File: src/design/vrot_pkg.sv
// ----------------------------------------------------------------------------
// vrot_pkg: shared types and constants for the vector rotation unit
// Widths, fold limits, the arctangent table and the gain constant.
// ----------------------------------------------------------------------------
package vrot_pkg;

  localparam int Iterations = 16;
  localparam int DataWidth  = 16;
  localparam int AngleWidth = 16;

  // Internal widths: x/y grow by the CORDIC gain after folding, z keeps a sign.
  localparam int XW      = DataWidth + 3;
  localparam int ZW      = AngleWidth + 1;
  localparam int OutW    = DataWidth + 1;
  localparam int ShiftW  = $clog2(Iterations);
  localparam int GainShift = 15;
  localparam int ProdW   = XW + GainShift + 1;

  localparam int InTdataW  = ((2 * DataWidth + AngleWidth + 7) / 8) * 8;
  localparam int OutTdataW = ((2 * OutW + 7) / 8) * 8;

  localparam logic [GainShift-1:0] GainComp = GainShift'(19898);

  localparam logic signed [ZW-1:0] ZHalf     = ZW'(1) << (AngleWidth - 1);
  localparam logic signed [ZW-1:0] ZQuarter  = ZW'(1) << (AngleWidth - 2);
  localparam logic signed [ZW-1:0] ZQuarterN = -ZQuarter;

  // atan(2^-i) in units of 2^-32 turn
  localparam int AtanEntries = 24;
  localparam logic [31:0] AtanTurn32 [AtanEntries] = '{
    32'h20000000, 32'h12E4051E, 32'h09FB385B, 32'h051111D4,
    32'h028B0D43, 32'h0145D7E1, 32'h00A2F61E, 32'h00517C55,
    32'h0028BE53, 32'h00145F2F, 32'h000A2F98, 32'h000517CC,
    32'h00028BE6, 32'h000145F3, 32'h0000A2FA, 32'h0000517D,
    32'h000028BE, 32'h0000145F, 32'h00000A30, 32'h00000518,
    32'h0000028C, 32'h00000146, 32'h000000A3, 32'h00000051
  };

  // Micro-rotation state carried down the pipeline
  typedef struct packed {
    logic signed [XW-1:0] x;
    logic signed [XW-1:0] y;
    logic signed [ZW-1:0] z;
  } vrot_vec_t;

  // Table entry rescaled to angle units, rounded half up
  function automatic logic [AngleWidth-1:0] vrot_atan(input int idx);
    logic [32:0] t;
    t = '0;
    if (idx >= AtanEntries) begin
      return '0;
    end
    t = {1'b0, AtanTurn32[idx]};
    if (AngleWidth >= 32) begin
      return AngleWidth'(t);
    end
    t = (t + (33'd1 << (31 - AngleWidth))) >> (32 - AngleWidth);
    return AngleWidth'(t);
  endfunction

endpackage

File: src/design/vrot_micro.sv
// ----------------------------------------------------------------------------
// vrot_micro: one CORDIC micro-rotation
// Shift-and-add step driving the residual angle toward zero.
// ----------------------------------------------------------------------------
module vrot_micro import vrot_pkg::*; (
  input  vrot_vec_t               vec_i,
  input  logic [ShiftW-1:0]       shift_i,
  input  logic [AngleWidth-1:0]   atan_i,
  output vrot_vec_t               vec_o
);

  logic signed [XW-1:0] dx;
  logic signed [XW-1:0] dy;
  logic signed [ZW-1:0] step;

  // floor shifts
  assign dx   = vec_i.y >>> shift_i;
  assign dy   = vec_i.x >>> shift_i;
  assign step = signed'({1'b0, atan_i});

  always_comb begin
    if (!vec_i.z[ZW-1]) begin
      vec_o.x = vec_i.x - dx;
      vec_o.y = vec_i.y + dy;
      vec_o.z = vec_i.z - step;
    end else begin
      vec_o.x = vec_i.x + dx;
      vec_o.y = vec_i.y - dy;
      vec_o.z = vec_i.z + step;
    end
  end

endmodule

File: src/design/vector_rotate_by_angle_unit.sv
// ----------------------------------------------------------------------------
// vector_rotate_by_angle_unit: pipelined CORDIC vector rotation
// Rotates (x, y) counterclockwise by a turn-fraction angle, gain compensated.
// ----------------------------------------------------------------------------
// Pipeline: the fold register loads at the transfer edge, then one stage per
//   micro-rotation, then the gain-multiply output register.
// Throughput: one transfer per cycle while the output is not stalled; every stage is one register deep.
// Reset: rst_ni clears all stage valid bits; payload registers are not reset.
// ----------------------------------------------------------------------------
module vector_rotate_by_angle_unit import vrot_pkg::*; (
  input  logic                 clk_i,
  input  logic                 rst_ni,
  // slave side
  input  logic                 s_axis_tvalid,
  output logic                 s_axis_tready,
  input  logic [InTdataW-1:0]  s_axis_tdata,   // x_in, y_in, angle (from bit 0)
  // master side
  output logic                 m_axis_tvalid,
  input  logic                 m_axis_tready,
  output logic [OutTdataW-1:0] m_axis_tdata    // x_out, y_out, zero pad
);

  localparam int NStg = Iterations + 1;
  localparam logic signed [ProdW-1:0] GainS = ProdW'(GainComp);

  // Global advance: the whole pipe moves when the output slot is free
  // or being taken this cycle. A stall freezes every stage in place.
  logic adv;
  assign adv           = !m_axis_tvalid || m_axis_tready;
  assign s_axis_tready = adv;

  // --------------------------------------------------------------------------
  // Quadrant fold: angle as signed turn fraction, bring into -90..+90 deg
  // by negating the point and moving half a turn. Exactly +/-90 stays put.
  // --------------------------------------------------------------------------
  logic signed [DataWidth-1:0]  x_in;
  logic signed [DataWidth-1:0]  y_in;
  logic signed [AngleWidth-1:0] ang_in;
  vrot_vec_t                    fold_d;

  assign x_in   = s_axis_tdata[DataWidth-1:0];
  assign y_in   = s_axis_tdata[2*DataWidth-1:DataWidth];
  assign ang_in = s_axis_tdata[2*DataWidth+AngleWidth-1:2*DataWidth];

  always_comb begin
    fold_d.x = XW'(x_in);
    fold_d.y = XW'(y_in);
    fold_d.z = ZW'(ang_in);
    if (fold_d.z > ZQuarter) begin
      fold_d.z = fold_d.z - ZHalf;
      fold_d.x = -fold_d.x;
      fold_d.y = -fold_d.y;
    end else if (fold_d.z < ZQuarterN) begin
      fold_d.z = fold_d.z + ZHalf;
      fold_d.x = -fold_d.x;
      fold_d.y = -fold_d.y;
    end
  end

  // --------------------------------------------------------------------------
  // Stage registers: stg_q[0] holds the folded point, stg_q[k+1] the result
  // of micro-rotation k. vld_q[NStg] marks the output register.
  // --------------------------------------------------------------------------
  vrot_vec_t  stg_q [NStg];
  vrot_vec_t  stg_d [NStg];
  logic [NStg:0] vld_q;

  assign stg_d[0] = fold_d;

  for (genvar k = 0; k < Iterations; k++) begin : g_iter
    localparam logic [ShiftW-1:0]     StepIdx  = ShiftW'(k);
    localparam logic [AngleWidth-1:0] StepAtan = vrot_atan(k);

    vrot_micro u_micro (
      .vec_i   (stg_q[k]),
      .shift_i (StepIdx),
      .atan_i  (StepAtan),
      .vec_o   (stg_d[k+1])
    );
  end

  always_ff @(posedge clk_i or negedge rst_ni) begin
    if (!rst_ni) begin
      vld_q <= '0;
    end else if (adv) begin
      vld_q <= {vld_q[NStg-1:0], s_axis_tvalid};
    end
  end

  always_ff @(posedge clk_i) begin
    if (adv) begin
      for (int k = 0; k < NStg; k++) begin
        stg_q[k] <= stg_d[k];
      end
    end
  end

  // --------------------------------------------------------------------------
  // Gain compensation: multiply by 0.60724 in Q1.15, product registered in
  // the output slot; the floor shift by 15 is a plain bit select.
  // --------------------------------------------------------------------------
  logic signed [ProdW-1:0] x_prod_d;
  logic signed [ProdW-1:0] y_prod_d;
  logic signed [ProdW-1:0] x_prod_q;
  logic signed [ProdW-1:0] y_prod_q;

  assign x_prod_d = ProdW'(stg_q[Iterations].x) * GainS;
  assign y_prod_d = ProdW'(stg_q[Iterations].y) * GainS;

  always_ff @(posedge clk_i) begin
    if (adv) begin
      x_prod_q <= x_prod_d;
      y_prod_q <= y_prod_d;
    end
  end

  assign m_axis_tvalid = vld_q[NStg];
  assign m_axis_tdata  = {
    (OutTdataW - 2 * OutW)'(0),
    y_prod_q[GainShift +: OutW],
    x_prod_q[GainShift +: OutW]
  };

  // --------------------------------------------------------------------------
  // Checks
  // --------------------------------------------------------------------------
  a_accept_enters : assert property (@(posedge clk_i) disable iff (!rst_ni)
    (s_axis_tvalid && s_axis_tready) |=> vld_q[0])
    else $error("accepted transfer did not enter the fold stage");

  a_stall_holds : assert property (@(posedge clk_i) disable iff (!rst_ni)
    !adv |=> $stable(vld_q))
    else $error("pipeline valid bits moved during a stall");

  a_fold_range : assert property (@(posedge clk_i) disable iff (!rst_ni)
    vld_q[0] |-> (stg_q[0].z <= ZQuarter && stg_q[0].z >= ZQuarterN))
    else $error("folded angle outside a quarter turn");

  a_out_from_pipe : assert property (@(posedge clk_i) disable iff (!rst_ni)
    (adv && $rose(m_axis_tvalid)) |-> $past(vld_q[NStg-1]))
    else $error("output valid without an item in the last stage");

endmodule

File: config.mk
export PLATFORM = sky130hd
export DESIGN_NAME = vector_rotate_by_angle_unit
export DESIGN_NICKNAME = d
export VERILOG_FILES = /design/src/design/vrot_pkg.sv /design/src/design/vrot_micro.sv /design/src/design/vector_rotate_by_angle_unit.sv
export SDC_FILE = /design/constraint.sdc
export NUM_CORES = 2
export LEC_CHECK = 0
export BUFFER_PORTS_ARGS = -buffer_cell sky130_fd_sc_hd__clkbuf_2
export CELL_PAD_IN_SITES_DETAIL_PLACEMENT = 1
export CELL_PAD_IN_SITES_GLOBAL_PLACEMENT = 2
export CORE_AREA = 2 2 352 615
export DETAILED_ROUTE_END_ITERATION = 10
export DIE_AREA = 0 0 354 617
export PLACE_DENSITY = 0.87
export SLEW_MARGIN = 40
export SYNTH_ARGS = -nofsm -noshare
export SYNTH_HDL_FRONTEND = slang
export SYNTH_SLANG_ARGS = --single-unit
File: constraint.sdc
create_clock -name clk_i -period 29.7 [get_ports clk_i]
set_input_delay 1.485 -clock clk_i [delete_from_list [all_inputs] [get_ports clk_i]]
set_output_delay 1.485 -clock clk_i [all_outputs]
set_load 0.1 [all_outputs]
## After elaboration in Yosys (flattened, before gate mapping)

Memories as Yosys holds them, arrays and structs flattened.
Index checks and enable logic that the tools add are counted.
Widths: inputs -> output; s select.

| operators by class | value |
|---|---|
| add/subtract/negate cells | 97 |
| multipliers | 2 |
| magnitude comparators | 2 |
| multiplexer cells | 20 |
| reduce and logical (&&, ||, !) cells | 2 |

Operators by type and width:

| kind | number |
|---|---|
| $mux 55 | 18 |
| $mul 19x15->31 const B | 2 |
| $add 19x10->19 | 2 |
| $add 19x11->19 | 2 |
| $add 19x12->19 | 2 |
| $add 19x13->19 | 2 |
| $add 19x14->19 | 2 |
| $add 19x15->19 | 2 |
| $add 19x16->19 | 2 |
| $add 19x17->19 | 2 |
| $add 19x18->19 | 2 |
| $add 19x4->19 | 2 |
| $add 19x5->19 | 2 |
| $add 19x6->19 | 2 |
| $add 19x7->19 | 2 |
| $add 19x8->19 | 2 |
| $add 19x9->19 | 2 |
| $neg 16->19 | 2 |
| $sub 19x10->19 | 2 |
| $sub 19x11->19 | 2 |
| $sub 19x12->19 | 2 |
| $sub 19x13->19 | 2 |
| $sub 19x14->19 | 2 |
| $sub 19x15->19 | 2 |
| other kinds (46) | 59 |

| word-level totals | value |
|---|---|
| register bits after elaboration | 80 |
| memory bits (writable) | 935 |
| input port bits | 52 |
| output and inout port bits | 42 |
| logic and storage cells | 127 |
| memories kept | 1 |

Memory list:

| name | depth | width | read ports | clocked after Yosys merged registers in | write ports | RTL line | text |
|---|---|---|---|---|---|---|---|
| stg_q | 17 | 55 | 17 | 0 | 17 | vector_rotate_by_angle_unit.sv:64 | `vrot_vec_t stg_q [NStg];` |

## Depth between registers and ports, before layout

| depth | value |
|---|---|
| depth in word-level cells | 4 |
| mapped depth | 20 |
| gate-level depth less buffers | 20 |

## Cells and area by module

From an unflattened synthesis, not the netlist that was laid out.

| second synthesis, totals | value |
|---|---|
| cells, all modules | 13185 |
| area, all modules | 125454.1 µm² |

By module, submodules not included:

| module | times used | cells each | area an instance (µm²) | sequential area each (µm²) |
|---|---|---|---|---|
| vector_rotate_by_angle_unit | 1 | 2208 | 40637.7 | 29037.8 |
| vrot_micro at g_iter[0].u_micro ... | 7 | 678 | 5257.5 | 0.0 |
| vrot_micro at g_iter[4].u_micro ... | 4 | 683 | 5230.0 | 0.0 |
| vrot_micro at g_iter[10].u_micro ... | 2 | 716 | 5499.0 | 0.0 |
| vrot_micro at g_iter[9].u_micro | 1 | 698 | 5475.3 | 0.0 |
| vrot_micro at g_iter[3].u_micro | 1 | 699 | 5395.2 | 0.0 |
| vrot_micro at g_iter[7].u_micro | 1 | 670 | 5225.0 | 0.0 |

## Worst setup path before layout

Ideal clock, no wire load.

| timing path | value |
|---|---|
| path type | in2reg |
| start point | in m_axis_tready |
| end point | reg vld_q[10] |
| setup time | 0.186 ns |
| arrival time | 31.448 ns |
| required time | 29.514 ns |
| path slack | -1.933 ns |
| stages on the path | 4 |
| path buffers | 2 |
| cell sequence | nand2b_1 > clkbuf_1 > buf_1 > mux2_2 |

| on the way | value |
|---|---|
| longest elaborated chain between the ends | 1 |

RTL lines:

| element | RTL line | text |
|---|---|---|
| start, declared | vector_rotate_by_angle_unit.sv:19 | `input logic m_axis_tready,` |
| $logic_or 1x1->1 | vector_rotate_by_angle_unit.sv:29 | `assign adv = !m_axis_tvalid \|\| m_axis_tready;` |
| named net s_axis_tready | vector_rotate_by_angle_unit.sv:15 | `output logic s_axis_tready,` |
| end signal, assigned | vector_rotate_by_angle_unit.sv:86 | `vld_q <= {vld_q[NStg-1:0], s_axis_tvalid};` |
| end, declared | vector_rotate_by_angle_unit.sv:66 | `logic [NStg:0] vld_q;` |

The timed path passes the listed nets, and every way through them passes these cells.
A chain may end at the register's enable or synchronous reset.

==> flow_summary.ini <==
[timing]
worst_pin_slew_ps = 897
setup-tns-final_ps = 0
rsz0062_at_grt = no
slew_viol_final = 0
setup_viol = 0
fmax_ghz = 0.161
relSlewSlack = 0.397
holdWs_ps = 419
min_period_ps = 6200
finalCritPeriodShare = 0.209
clock-skew-final_ps = 49.8
finalHoldViolations = 0

[clocking]
clk_pin_slew_ps = 60
cts-root-buf = clkbuf_16
cts_buffer_depth = 3
insertion_delay_ps = 760
cts_max_level = 3
cts_tree = built
post_cts_buffers = 0
hold_buffers = 0
cts_resized = 0
clock-sinks = 953
cts_buffers = 101

[critical_path]
cp.required_ps = 30200
crit_type = reg -> reg
cp_slowest_cell = fa_1
crit-reg2reg-launch = stg_q[0][923]
cp_data_arrival_time_ps = 6700
endpoint_kind = flip-flop
crit_path_start_kind = flip-flop
cp_common_cell = fa_1
cp_max_fo = 5
path_cells = ha_1, inv_1, fa_1, fa_1, inv_1, fa_1, fa_1, inv_1, fa_1, inv_1, ha_1, a21oi_1, o21ai_0, a31oi_1, o31ai_2, a41o_1, a41o_1, a211oi_1, o31ai_1, xnor2_1
cp-startpoint = stg_q[0][923]
slowest_delay_ps = 520

[run]
max_cap_viol_count = 0

[logic_synthesis]
yosys.area.top_type = edfxtp_1
async_flop_share = 0.0189
yosysTopAreaCellShare = 0.339
synth_edf_count = 935
synth-seq-cells = 953
syn_inst = 8233
synth_area_leaders = edfxtp_1, ha_1, xnor2_1, fa_1, inv_1
seq_area_frac_synth = 0.344
syn_area_per_cell_um2 = 10.1
yosys_warnings = 0
synth_ff_type = edfxtp_1
syn_area_mm2 = 0.0829
synth_cell_types = 94

[placement]
io_buffers = 87
gp_congestion = 0.924
dp_hpwl_um = 195000
post_dp_cell_area_mm2 = 0.0869

[global_route]
grt_pass1_wl_um = 370000
grt_max_degree = 95
antenna_found_initial = 7
grt_overflow = 0
grt_usage = 0.214
grt_pass1_vias = 69700

[detailed_routing]
wirelength_um = 235000
vias = 62400
drt_iter0_markers = 1918
drc = 0
avgViaCountPerCell = 5.52
postRouteAntennaNets = 0
routedWlPerCell_um = 20.8
dr.pass1.iters = 5

[worst_hold_path]
hp-start = stg_q[0][4]
hold_class = reg -> reg

[finish]
drive_above_1_share = 0.0538
syn_to_final_growth_pct = 9.10
fin_nets = 9804
final_cell_area_mm2 = 0.0904
fillCellCount = 24100

[run_status]
status = finished, final reports clean

[floorplan]
start_util = 0.387
num_rows = 225
die_area_mm2 = 0.218
die_w_um = 354
die_h_um = 617
design.core.area_mm2 = 0.214
ios = 94
[worst max-delay path: cells and delay by family, from the launching register on]
kind,cells,cell delay (ps)
xor+xnor,1,140
buf+inv,4,270
flops,1,510
compound gates,8,1910
fa+ha+maj,7,3110
[kinds of logic (layout without fill, tap and decap cells)]
group,count (synthesis),count (layout),synth area share
other cells,1,13,0.0000452
buf+inv,1027,1244,0.0468
compound gates,1893,1893,0.148
flops,953,953,0.344
mux,80,80,0.0102
simple gates,1915,1915,0.112
xor+xnor,983,983,0.104
fa+ha+maj,1381,1381,0.235
[synth_stat cells (72+ instances only)]
library cell and n:
a21o_1 221, a21oi_1 669, a31oi_1 72, and3_1 92
clkbuf_1 78, edfxtp_1 935, fa_1 297, ha_1 1084
inv_1 926, nand2_1 322, nand3_1 145, nor2_1 623
nor2b_1 95, nor3_1 269, o21ai_0 322, o21bai_1 94
xnor2_1 686, xor2_1 296
[per-layer routing]
metal  routed length [um]  GRT usage  share of wire
met5                    0          0              0
met4                20800      0.164          0.089
met3                 5320     0.0247          0.023
met2               141000      0.460           0.60
met1                68500      0.164           0.29
[through the flow]
stage	util	setup slack, ps	instances
2_1_floorplan	-	1580	8238
3_3_place_gp	0.406	22910	11100
3_5_place_dp	0.406	23250	11100
4_1_cts	0.422	23380	11300
5_1_grt	0.423	23160	11300
6_report	0.423	23500	11300
[flip-flops by register name (all words and copies together) (netlist names)]
signal and count:
stg_q 901, vld_q 18, x_prod_q 17, y_prod_q 17
[final timing paths]
path                                endpoint  slack (ps)  cells past startpoint
worst min-delay path            stg_q[0][59]         420                      0
min in group asynchronous           vld_q[2]         680                      1
max in group asynchronous          vld_q[12]       28710                      1
worst min register to register  stg_q[0][59]         420                      0
worst max register to register  x_prod_q[31]       23500                     20
worst max-delay path            x_prod_q[31]       23500                     20
[placed cells by master, fill, tap and decap left out, types with 71 or more instances in the layout]
master,synthesis,layout
a31oi_1,72,72
o21a_1,71,71
a21oi_1,669,668
nand2_1,322,322
nor3_1,269,267
xnor2_1,686,686
and3_1,92,92
nor2b_1,95,95
fa_1,297,297
inv_1,926,922
xor2_1,296,295
clkbuf_2,0,87
nor2_1,623,623
edfxtp_1,935,935
o21bai_1,94,94
clkbuf_16,0,102
nand3_1,145,145
o21ai_0,322,319
a21o_1,221,221
ha_1,1084,1084
[layout make-up]
cell class	count	area [um2]	area share
Timing Repair Buffer	127	796	0.00880
Clock inverter	68	843	0.00932
Inverter	930	3490	0.0386
Tap cell	2837	3550	0.0392
Sequential cell	953	28500	0.315
Multi-Input combinational cell	6258	50600	0.559
Antenna cell	7	17.5	0.000194
Clock buffer	119	2630	0.0290
Power is left out: the tool's default activity adds up to more than one toggle a clock period on the data nets, which glitch-free logic cannot reach.
